`src/rtl/core/fde_pkg.sv`:
```
// shared types, constants and codes of the fat directory entry search
`timescale 1ns / 1ps

package fde_pkg;

	localparam int NAME_CHARS_DEF = 8;
	localparam int ENTRY_CHARS    = 8;
	localparam int CLUS_HALF_W    = 16;
	localparam int VALUE_W        = 32;

	localparam logic [7:0] CHAR_SPACE = 8'h20;
	localparam logic [7:0] CHAR_END   = 8'h00;
	localparam logic [7:0] BYTE_FREE  = 8'hE5;
	localparam logic [7:0] ATTR_LFN   = 8'h0F;
	localparam logic [7:0] ATTR_DIR   = 8'h10;

	typedef enum logic [1:0] {
		ST_FOUND     = 2'd0,
		ST_END       = 2'd1,
		ST_NO_MARKER = 2'd2
	} status_t;

	typedef enum logic [0:0] {
		CFG_TARGET_NAME = 1'b0,
		CFG_SEARCH_MODE = 1'b1
	} cfg_idx_t;

	typedef struct packed {
		logic                   start_scan;
		logic [8*ENTRY_CHARS-1:0] name_bytes;
		logic [7:0]             attribute;
		logic [CLUS_HALF_W-1:0] cluster_low;
		logic [CLUS_HALF_W-1:0] cluster_high;
		logic [VALUE_W-1:0]     size_bytes;
		logic                   last_in_cluster;
	} entry_t;

	typedef struct packed {
		status_t            status;
		logic [VALUE_W-1:0] value;
	} result_t;

	typedef struct packed {
		logic    fire;
		logic    done_next;
		result_t res;
	} decision_t;

endpackage

```
`src/rtl/core/fde_if.sv`:
```
// item, result and configuration channel interfaces
`timescale 1ns / 1ps

interface fde_item_if;
	logic                                   valid;
	logic                                   ready;
	logic                                   start_scan;
	logic [8*fde_pkg::ENTRY_CHARS-1:0]      name_bytes;
	logic [7:0]                             attribute;
	logic [fde_pkg::CLUS_HALF_W-1:0]        cluster_low;
	logic [fde_pkg::CLUS_HALF_W-1:0]        cluster_high;
	logic [fde_pkg::VALUE_W-1:0]            size_bytes;
	logic                                   last_in_cluster;

	modport source (
		output valid, start_scan, name_bytes, attribute, cluster_low, cluster_high,
			size_bytes, last_in_cluster,
		input  ready
	);
	modport sink (
		input  valid, start_scan, name_bytes, attribute, cluster_low, cluster_high,
			size_bytes, last_in_cluster,
		output ready
	);
endinterface

interface fde_res_if;
	logic                        valid;
	logic                        ready;
	logic [1:0]                  status;
	logic [fde_pkg::VALUE_W-1:0] value;

	modport source (output valid, status, value, input ready);
	modport sink (input valid, status, value, output ready);
endinterface

interface fde_cfg_if;
	logic        valid;
	logic        ready;
	logic [0:0]  index;
	logic [63:0] data;

	modport source (output valid, index, data, input ready);
	modport sink (input valid, index, data, output ready);
endinterface

```
`src/rtl/core/fde_match.sv`:
```
// entry classification, name compare and result selection
`timescale 1ns / 1ps

module fde_match #(
	parameter int NAME_CHARS = fde_pkg::NAME_CHARS_DEF
) (
	input  fde_pkg::entry_t                     entry,
	input  logic [8*fde_pkg::ENTRY_CHARS-1:0]   target_name,
	input  logic                                search_mode,
	input  logic                                scan_done,
	output fde_pkg::decision_t                  dec
);

	localparam int NCMP = (NAME_CHARS > fde_pkg::ENTRY_CHARS) ?
		fde_pkg::ENTRY_CHARS : NAME_CHARS;

	logic [7:0]                  first;
	logic [fde_pkg::VALUE_W-1:0] clus;
	logic                        is_end;
	logic                        skip;
	logic                        name_ok;
	logic                        hit;
	logic                        open;

	always_comb begin
		name_ok = 1'b1;
		for (int i = 0; i < fde_pkg::ENTRY_CHARS; i++) begin
			if (i < NCMP && entry.name_bytes[8*i +: 8] != fde_pkg::CHAR_SPACE &&
					entry.name_bytes[8*i +: 8] != target_name[8*i +: 8]) begin
				name_ok = 1'b0;
			end
		end
	end

	assign first  = entry.name_bytes[7:0];
	assign clus   = {entry.cluster_high, entry.cluster_low};
	assign is_end = (first == fde_pkg::CHAR_END);
	assign skip   = (first == fde_pkg::BYTE_FREE) || (entry.attribute == fde_pkg::ATTR_LFN) ||
		(search_mode ? (entry.attribute == fde_pkg::ATTR_DIR) : (clus == '0));
	assign hit    = !skip && name_ok;
	assign open   = entry.start_scan || !scan_done;

	always_comb begin
		dec.fire      = open && (is_end || hit || entry.last_in_cluster);
		dec.done_next = dec.fire || (scan_done && !entry.start_scan);
		dec.res.value = '0;
		priority if (is_end) begin
			dec.res.status = fde_pkg::ST_END;
		end else if (hit) begin
			dec.res.status = fde_pkg::ST_FOUND;
			dec.res.value  = search_mode ? entry.size_bytes : clus;
		end else begin
			dec.res.status = fde_pkg::ST_NO_MARKER;
		end
	end

endmodule

```
`src/rtl/core/fat_directory_entry_search.sv`:
```
// top level of the fat directory entry search
`timescale 1ns / 1ps
// an accepted item is registered in entry_s1, and its result is registered in res_q
// throughput: one item per cycle, stalls only while the result register is held
// an item that gives no result still takes one pass through the result stage
// reset clears the entry and result valid flags, scan state and both config registers

module fat_directory_entry_search #(
	parameter int NAME_CHARS = fde_pkg::NAME_CHARS_DEF
) (
	input  logic           clk,
	input  logic           arst_n,
	fde_item_if.sink       item,
	fde_res_if.source      res,
	fde_cfg_if.sink        cfg
);

	fde_pkg::entry_t                    entry_s1;
	logic                               valid_s1;
	fde_pkg::result_t                   res_q;
	logic                               res_valid_q;
	logic                               scan_done_q;
	logic [8*fde_pkg::ENTRY_CHARS-1:0]  target_name_q;
	logic                               search_mode_q;
	fde_pkg::decision_t                 dec;
	logic                               can_load;
	logic                               advance;

	assign can_load   = !res_valid_q || res.ready;
	assign advance    = valid_s1 && can_load;
	assign item.ready = !valid_s1 || can_load;
	assign cfg.ready  = 1'b1;

	always_ff @(posedge clk or negedge arst_n) begin
		if (!arst_n) begin
			target_name_q <= '0;
			search_mode_q <= 1'b0;
		end else if (cfg.valid) begin
			unique case (fde_pkg::cfg_idx_t'(cfg.index))
				fde_pkg::CFG_TARGET_NAME: target_name_q <= cfg.data;
				fde_pkg::CFG_SEARCH_MODE: search_mode_q <= cfg.data[0];
				default: ;
			endcase
		end
	end

	always_ff @(posedge clk or negedge arst_n) begin
		if (!arst_n) begin
			valid_s1 <= 1'b0;
		end else if (item.ready) begin
			valid_s1 <= item.valid;
		end
	end

	always_ff @(posedge clk) begin
		if (item.ready && item.valid) begin
			entry_s1.start_scan      <= item.start_scan;
			entry_s1.name_bytes      <= item.name_bytes;
			entry_s1.attribute       <= item.attribute;
			entry_s1.cluster_low     <= item.cluster_low;
			entry_s1.cluster_high    <= item.cluster_high;
			entry_s1.size_bytes      <= item.size_bytes;
			entry_s1.last_in_cluster <= item.last_in_cluster;
		end
	end

	fde_match #(
		.NAME_CHARS (NAME_CHARS)
	) u_match (
		.entry       (entry_s1),
		.target_name (target_name_q),
		.search_mode (search_mode_q),
		.scan_done   (scan_done_q),
		.dec         (dec)
	);

	always_ff @(posedge clk or negedge arst_n) begin
		if (!arst_n) begin
			scan_done_q <= 1'b0;
			res_valid_q <= 1'b0;
		end else if (can_load) begin
			res_valid_q <= advance && dec.fire;
			if (advance) begin
				scan_done_q <= dec.done_next;
			end
		end
	end

	always_ff @(posedge clk) begin
		if (advance && dec.fire) begin
			res_q <= dec.res;
		end
	end

	assign res.valid  = res_valid_q;
	assign res.status = res_q.status;
	assign res.value  = res_q.value;

endmodule

```
`src/flat_wrapper.sv`:
```
// flat-port wrapper written by rule: the top's interface ports become plain ports
module fat_directory_entry_search_flat 
#(
	parameter int NAME_CHARS = fde_pkg::NAME_CHARS_DEF
)
  (clk, arst_n, item_valid, item_start_scan, item_name_bytes, item_attribute, item_cluster_low, item_cluster_high, item_size_bytes, item_last_in_cluster, item_ready, res_valid, res_status, res_value, res_ready, cfg_valid, cfg_index, cfg_data, cfg_ready);
  fde_item_if item_i ();
  fde_res_if res_i ();
  fde_cfg_if cfg_i ();
  input  logic clk;
  input  logic arst_n;
  input wire logic [$bits(item_i.valid)-1:0] item_valid;
  input wire logic [$bits(item_i.start_scan)-1:0] item_start_scan;
  input wire logic [$bits(item_i.name_bytes)-1:0] item_name_bytes;
  input wire logic [$bits(item_i.attribute)-1:0] item_attribute;
  input wire logic [$bits(item_i.cluster_low)-1:0] item_cluster_low;
  input wire logic [$bits(item_i.cluster_high)-1:0] item_cluster_high;
  input wire logic [$bits(item_i.size_bytes)-1:0] item_size_bytes;
  input wire logic [$bits(item_i.last_in_cluster)-1:0] item_last_in_cluster;
  output wire logic [$bits(item_i.ready)-1:0] item_ready;
  output wire logic [$bits(res_i.valid)-1:0] res_valid;
  output wire logic [$bits(res_i.status)-1:0] res_status;
  output wire logic [$bits(res_i.value)-1:0] res_value;
  input wire logic [$bits(res_i.ready)-1:0] res_ready;
  input wire logic [$bits(cfg_i.valid)-1:0] cfg_valid;
  input wire logic [$bits(cfg_i.index)-1:0] cfg_index;
  input wire logic [$bits(cfg_i.data)-1:0] cfg_data;
  output wire logic [$bits(cfg_i.ready)-1:0] cfg_ready;
  assign item_i.valid = item_valid;
  assign item_i.start_scan = item_start_scan;
  assign item_i.name_bytes = item_name_bytes;
  assign item_i.attribute = item_attribute;
  assign item_i.cluster_low = item_cluster_low;
  assign item_i.cluster_high = item_cluster_high;
  assign item_i.size_bytes = item_size_bytes;
  assign item_i.last_in_cluster = item_last_in_cluster;
  assign item_ready = item_i.ready;
  assign res_valid = res_i.valid;
  assign res_status = res_i.status;
  assign res_value = res_i.value;
  assign res_i.ready = res_ready;
  assign cfg_i.valid = cfg_valid;
  assign cfg_i.index = cfg_index;
  assign cfg_i.data = cfg_data;
  assign cfg_ready = cfg_i.ready;
  fat_directory_entry_search #(.NAME_CHARS(NAME_CHARS)) u_core (.clk(clk), .arst_n(arst_n), .item(item_i), .res(res_i), .cfg(cfg_i));
endmodule
```
`config.mk`:
```
export PLATFORM = sky130hd
export DESIGN_NAME = fat_directory_entry_search_flat
export DESIGN_NICKNAME = d
export VERILOG_FILES = /design/src/rtl/core/fde_pkg.sv /design/src/rtl/core/fde_if.sv /design/src/rtl/core/fde_match.sv /design/src/rtl/core/fat_directory_entry_search.sv /design/src/flat_wrapper.sv
export SDC_FILE = /design/constraint.sdc
export NUM_CORES = 1
export LEC_CHECK = 0
export BUFFER_PORTS_ARGS = -buffer_cell sky130_fd_sc_hd__buf_2
export CAP_MARGIN = 15
export CORE_ASPECT_RATIO = 2
export CORE_MARGIN = 5
export CORE_UTILIZATION = 50
export CTS_CLUSTER_SIZE = 28
export DETAILED_ROUTE_END_ITERATION = 6
export GPL_TIMING_DRIVEN = 0
export PLACE_DENSITY = 0.8
export SLEW_MARGIN = 20
export SYNTH_ARGS = -nofsm -noshare
export SYNTH_HDL_FRONTEND = slang
export SYNTH_HIERARCHICAL = 1
export SYNTH_SLANG_ARGS = --single-unit
```
`constraint.sdc`:
```
create_clock -name clk -period 9.9 [get_ports clk]
set_clock_uncertainty 0.2 [all_clocks]
set_input_delay 1.98 -clock clk [delete_from_list [all_inputs] [get_ports clk]]
set_output_delay 1.98 -clock clk [all_outputs]
set_load 0.01 [all_outputs]
```
==> flow_metrics.env <==
export IMPL_maxCapViolations=0
export IMPL_crit_path_end_kind="output pin"
export IMPL_gp_congestion=0.7805
export IMPL_cts_setup_buffers=0
export IMPL_nets=1019
export IMPL_cts_buffers=22
export IMPL_reg2reg_to="u_core/res.value[11]$_DFFE_PP_"
export IMPL_tightest_slew_ps=881.6
export IMPL_min_period_ps=4819
export IMPL_rsz0062_at_grt="no"
export IMPL_io_buffer_count=243
export IMPL_die_area_um2=22630
export IMPL_multi_input_comb_area_um2=2705
export IMPL_p_leak_nw=4.888
export IMPL_num_antenna_cells=0
export IMPL_async_flop_share_pct=28.33
export IMPL_netlist_area_um2=9782
export IMPL_worstHoldPathCells=1
export IMPL_path_delay_family="simple AND/OR/NAND/NOR gates"
export IMPL_cts_resized=0
export IMPL_synth_adder_area_share_pct=0
export IMPL_reg2reg_slack_ps=6220
export IMPL_crit_path_top_delay_cell="nor2b_1"
export IMPL_drt_iter0_drc=173
export IMPL_core_area_um2=19280
export IMPL_fin_tns_setup_ps=0
export IMPL_drt_wl_total_um=21750
export IMPL_reg2reg_depth=12
export IMPL_viasPerCell=5.075
export IMPL_worstHoldPathType="flip-flop to flip-flop"
export IMPL_hold_end="u_core/scan_done_q$_DFFE_PN0P_"
export IMPL_start_util_pct=50.74
export IMPL_dr_pass1_iters=7
export IMPL_yosys_top_cells_area="edfxtp_1 53%, dfrtp_1 17%, mux2_4 9.2%"
export IMPL_clock_latency_ps=500
export IMPL_syn_to_final_growth_pct=24.80
export IMPL_cts_tree="yes"
export IMPL_crit_cells=4
export IMPL_drcViolationCount=0
export IMPL_max_freq_mhz=207.5
export IMPL_synth_top_area_share_pct=52.80
export IMPL_grt_overflow=0
export IMPL_synth_edf_count=172
export IMPL_required_ps=7720
export IMPL_cp_max_fo=3
export IMPL_synth_top_family_by_area="multiplexers"
export IMPL_synth_xor_area_share_pct=5.730
export IMPL_path_cells="buf_2 > nor2b_1 > nand2_1 > buf_2"
export IMPL_die_y_um=207.8
export IMPL_grt_util_all_layers_pct=19.11
export IMPL_grt_pass1_wl_um=33090
export IMPL_antenna_found_initial=0
export IMPL_dp_cells=1046
export IMPL_rows=72
export IMPL_min_from="u_core/scan_done_q$_DFFE_PN0P_"
export IMPL_ys_dominant_reg_cell="edfxtp_1"
export IMPL_crit_path_start_kind="input pin"
export IMPL_clockBufferDepth=3
export IMPL_grt_max_degree=59
export IMPL_synth_compound_area_share_pct=0.7419
export IMPL_cts_clk_slew_worst_paths_ps=70
export IMPL_die_w_um=108.9
export IMPL_crit_top_cell="buf_2"
export IMPL_ant_nets=0
export IMPL_syn_num_nets=748
export IMPL_clock_sinks=240
export IMPL_synthMuxAreaShare_pct=13.17
export IMPL_cts_root_buf="clkbuf_16"
export IMPL_peakVddDrop_uv=164.2
export IMPL_synth_simple_gate_area_share_pct=7.815
export IMPL_hpwl_um=16640
export IMPL_cp_slowest_stage_delay_ps=240
export IMPL_synth_cells=540
export IMPL_seqCellArea_um2=6867
export IMPL_ys_types=35
export IMPL_critPathKind="input pin to output pin"
export IMPL_hold_slack_ps=302.6
export IMPL_htreeDepth=1
export IMPL_final_cell_mix="244 x buf_2, 172 x edfxtp_1, 68 x dfrtp_1"
export IMPL_final_common_cell="buf_2"
export IMPL_setup_violations=0
export IMPL_synth_top_cell_by_area="edfxtp_1"
export IMPL_first_global_vias=6313
export IMPL_seq_area_frac_synth_pct=70.20
export IMPL_post_drt_wl_per_cell_um=20.03
export IMPL_yosysWarnings=6
export IMPL_drive_gt1_share_pct=48.13
export IMPL_powerDensity_nw_per_um2=194.7
export IMPL_relSlewSlack_pct=41.23
export IMPL_slew_viol_final=0
export IMPL_path_buf_inv=2
export IMPL_cp_arrival_ps=2640
export IMPL_syn_area_per_cell_um2=18.11
export IMPL_timing_final_crit_share_pct=48.67
export IMPL_cts_hold_buf=0
export IMPL_stdcell_count=1086
export IMPL_vias=5511
export IMPL_fill_cells=1486
export IMPL_ys_ff_latch=240
export IMPL_hold_viol=0
export IMPL_r2r_start="u_core/search_mode_q$_DFFE_PN0P_"
export IMPL_ioPinCount=245
export IMPL_outcome="finished, final reports clean"
routing by layer:
metal	track usage, %	vias to the layer above	share of wire, %
li1	-	2592	-
met1	18.92	2688	32
met2	38.54	198	59
met5	0	-	0
met4	5.362	0	2.3
met3	3.299	33	6.3
sequential cells by signal, indices dropped and copies added (netlist names):
register	count
u_core/entry_s1	138
u_core/res.status	2
u_core/res.valid	1
u_core/res.value	32
u_core/scan_done_q	1
u_core/search_mode_q	1
u_core/target_name_q	64
u_core/valid_s1	1
worst reg2reg max path, cell delays in order (launching register included):
cell	delay, ps
dfrtp_1	360
clkbuf_1	390
nor4_1	150
nand4_1	130
nor3_1	90
or4_1	530
or4_1	430
buf_4	200
buf_6	170
a21oi_2	120
nand2_1	110
nor2_4	250
buf_12	230
logic make-up (layout without fill, tap and decap cells):
logic type                after synthesis  after routing
other                                   1              1
xor gates and xnor gates               64             64
buffers and inverters                  20            307
muxes                                  98             98
AOI/OAI and AO/OA                      11             11
and+or+nand+nor                       106            106
DFF                                   240            240
worst max path at each step:
stage | start | to | slack, ps
2_1_floorplan | res_ready | u_core/entry_s1[0]$_DFFE_PP_ | 3820
3_3_place_gp | res_ready | u_core/entry_s1[105]$_DFFE_PP_ | 2500
3_5_place_dp | res_ready | item_ready | 5070
4_1_cts | res_ready | item_ready | 5070
5_1_grt | res_ready | item_ready | 5020
6_report | res_ready | item_ready | 5080
per-stage QoR:
step	setup slack [ps]	area [µm²]	total power, W	utilization (%)
floorplan	3820	9782	0.001418	-
detailed placement	5071	11440	0.001526	59.35
global placement	2505	11320	0.001516	58.73
global route	5016	12210	0.002473	63.32
finish	5081	12210	0.002377	63.32
CTS	5070	12210	0.002404	63.32
layout make-up:
cell class              count  share of cell area, %
plain buffers              20                  1.845
clock buffers              33                  5.524
clock inverters             7                 0.7482
multi-input cells         280                  22.16
flip-flops and latches    240                  56.25
well taps                 259                  2.654
repair buffers            247                  10.82
where the power goes:
part | leakage [nW] | total [W] | switching (W) | internal, W
clock | 0.375 | 0.000873 | 0.000348 | 0.000525
combinational | 2.08 | 0.000269 | 0.000117 | 0.000153
sequential | 2.44 | 0.00123 | 0.0000551 | 0.00118
cell usage after synthesis (4+ instances only):
cell and n:
nor4_1 19, dfrtp_1 68, nand4_1 15, edfxtp_1 172, nor3_2 28, nor2_1 6
xnor2_1 40, mux2_2 6, mux2_4 60, nand2_1 10, xor2_1 24, nor3_1 6
clkbuf_1 5, nor4b_1 7, buf_12 7, mux2i_1 32, o21ai_0 4
Note: power is estimated with default switching activity, not from simulation.
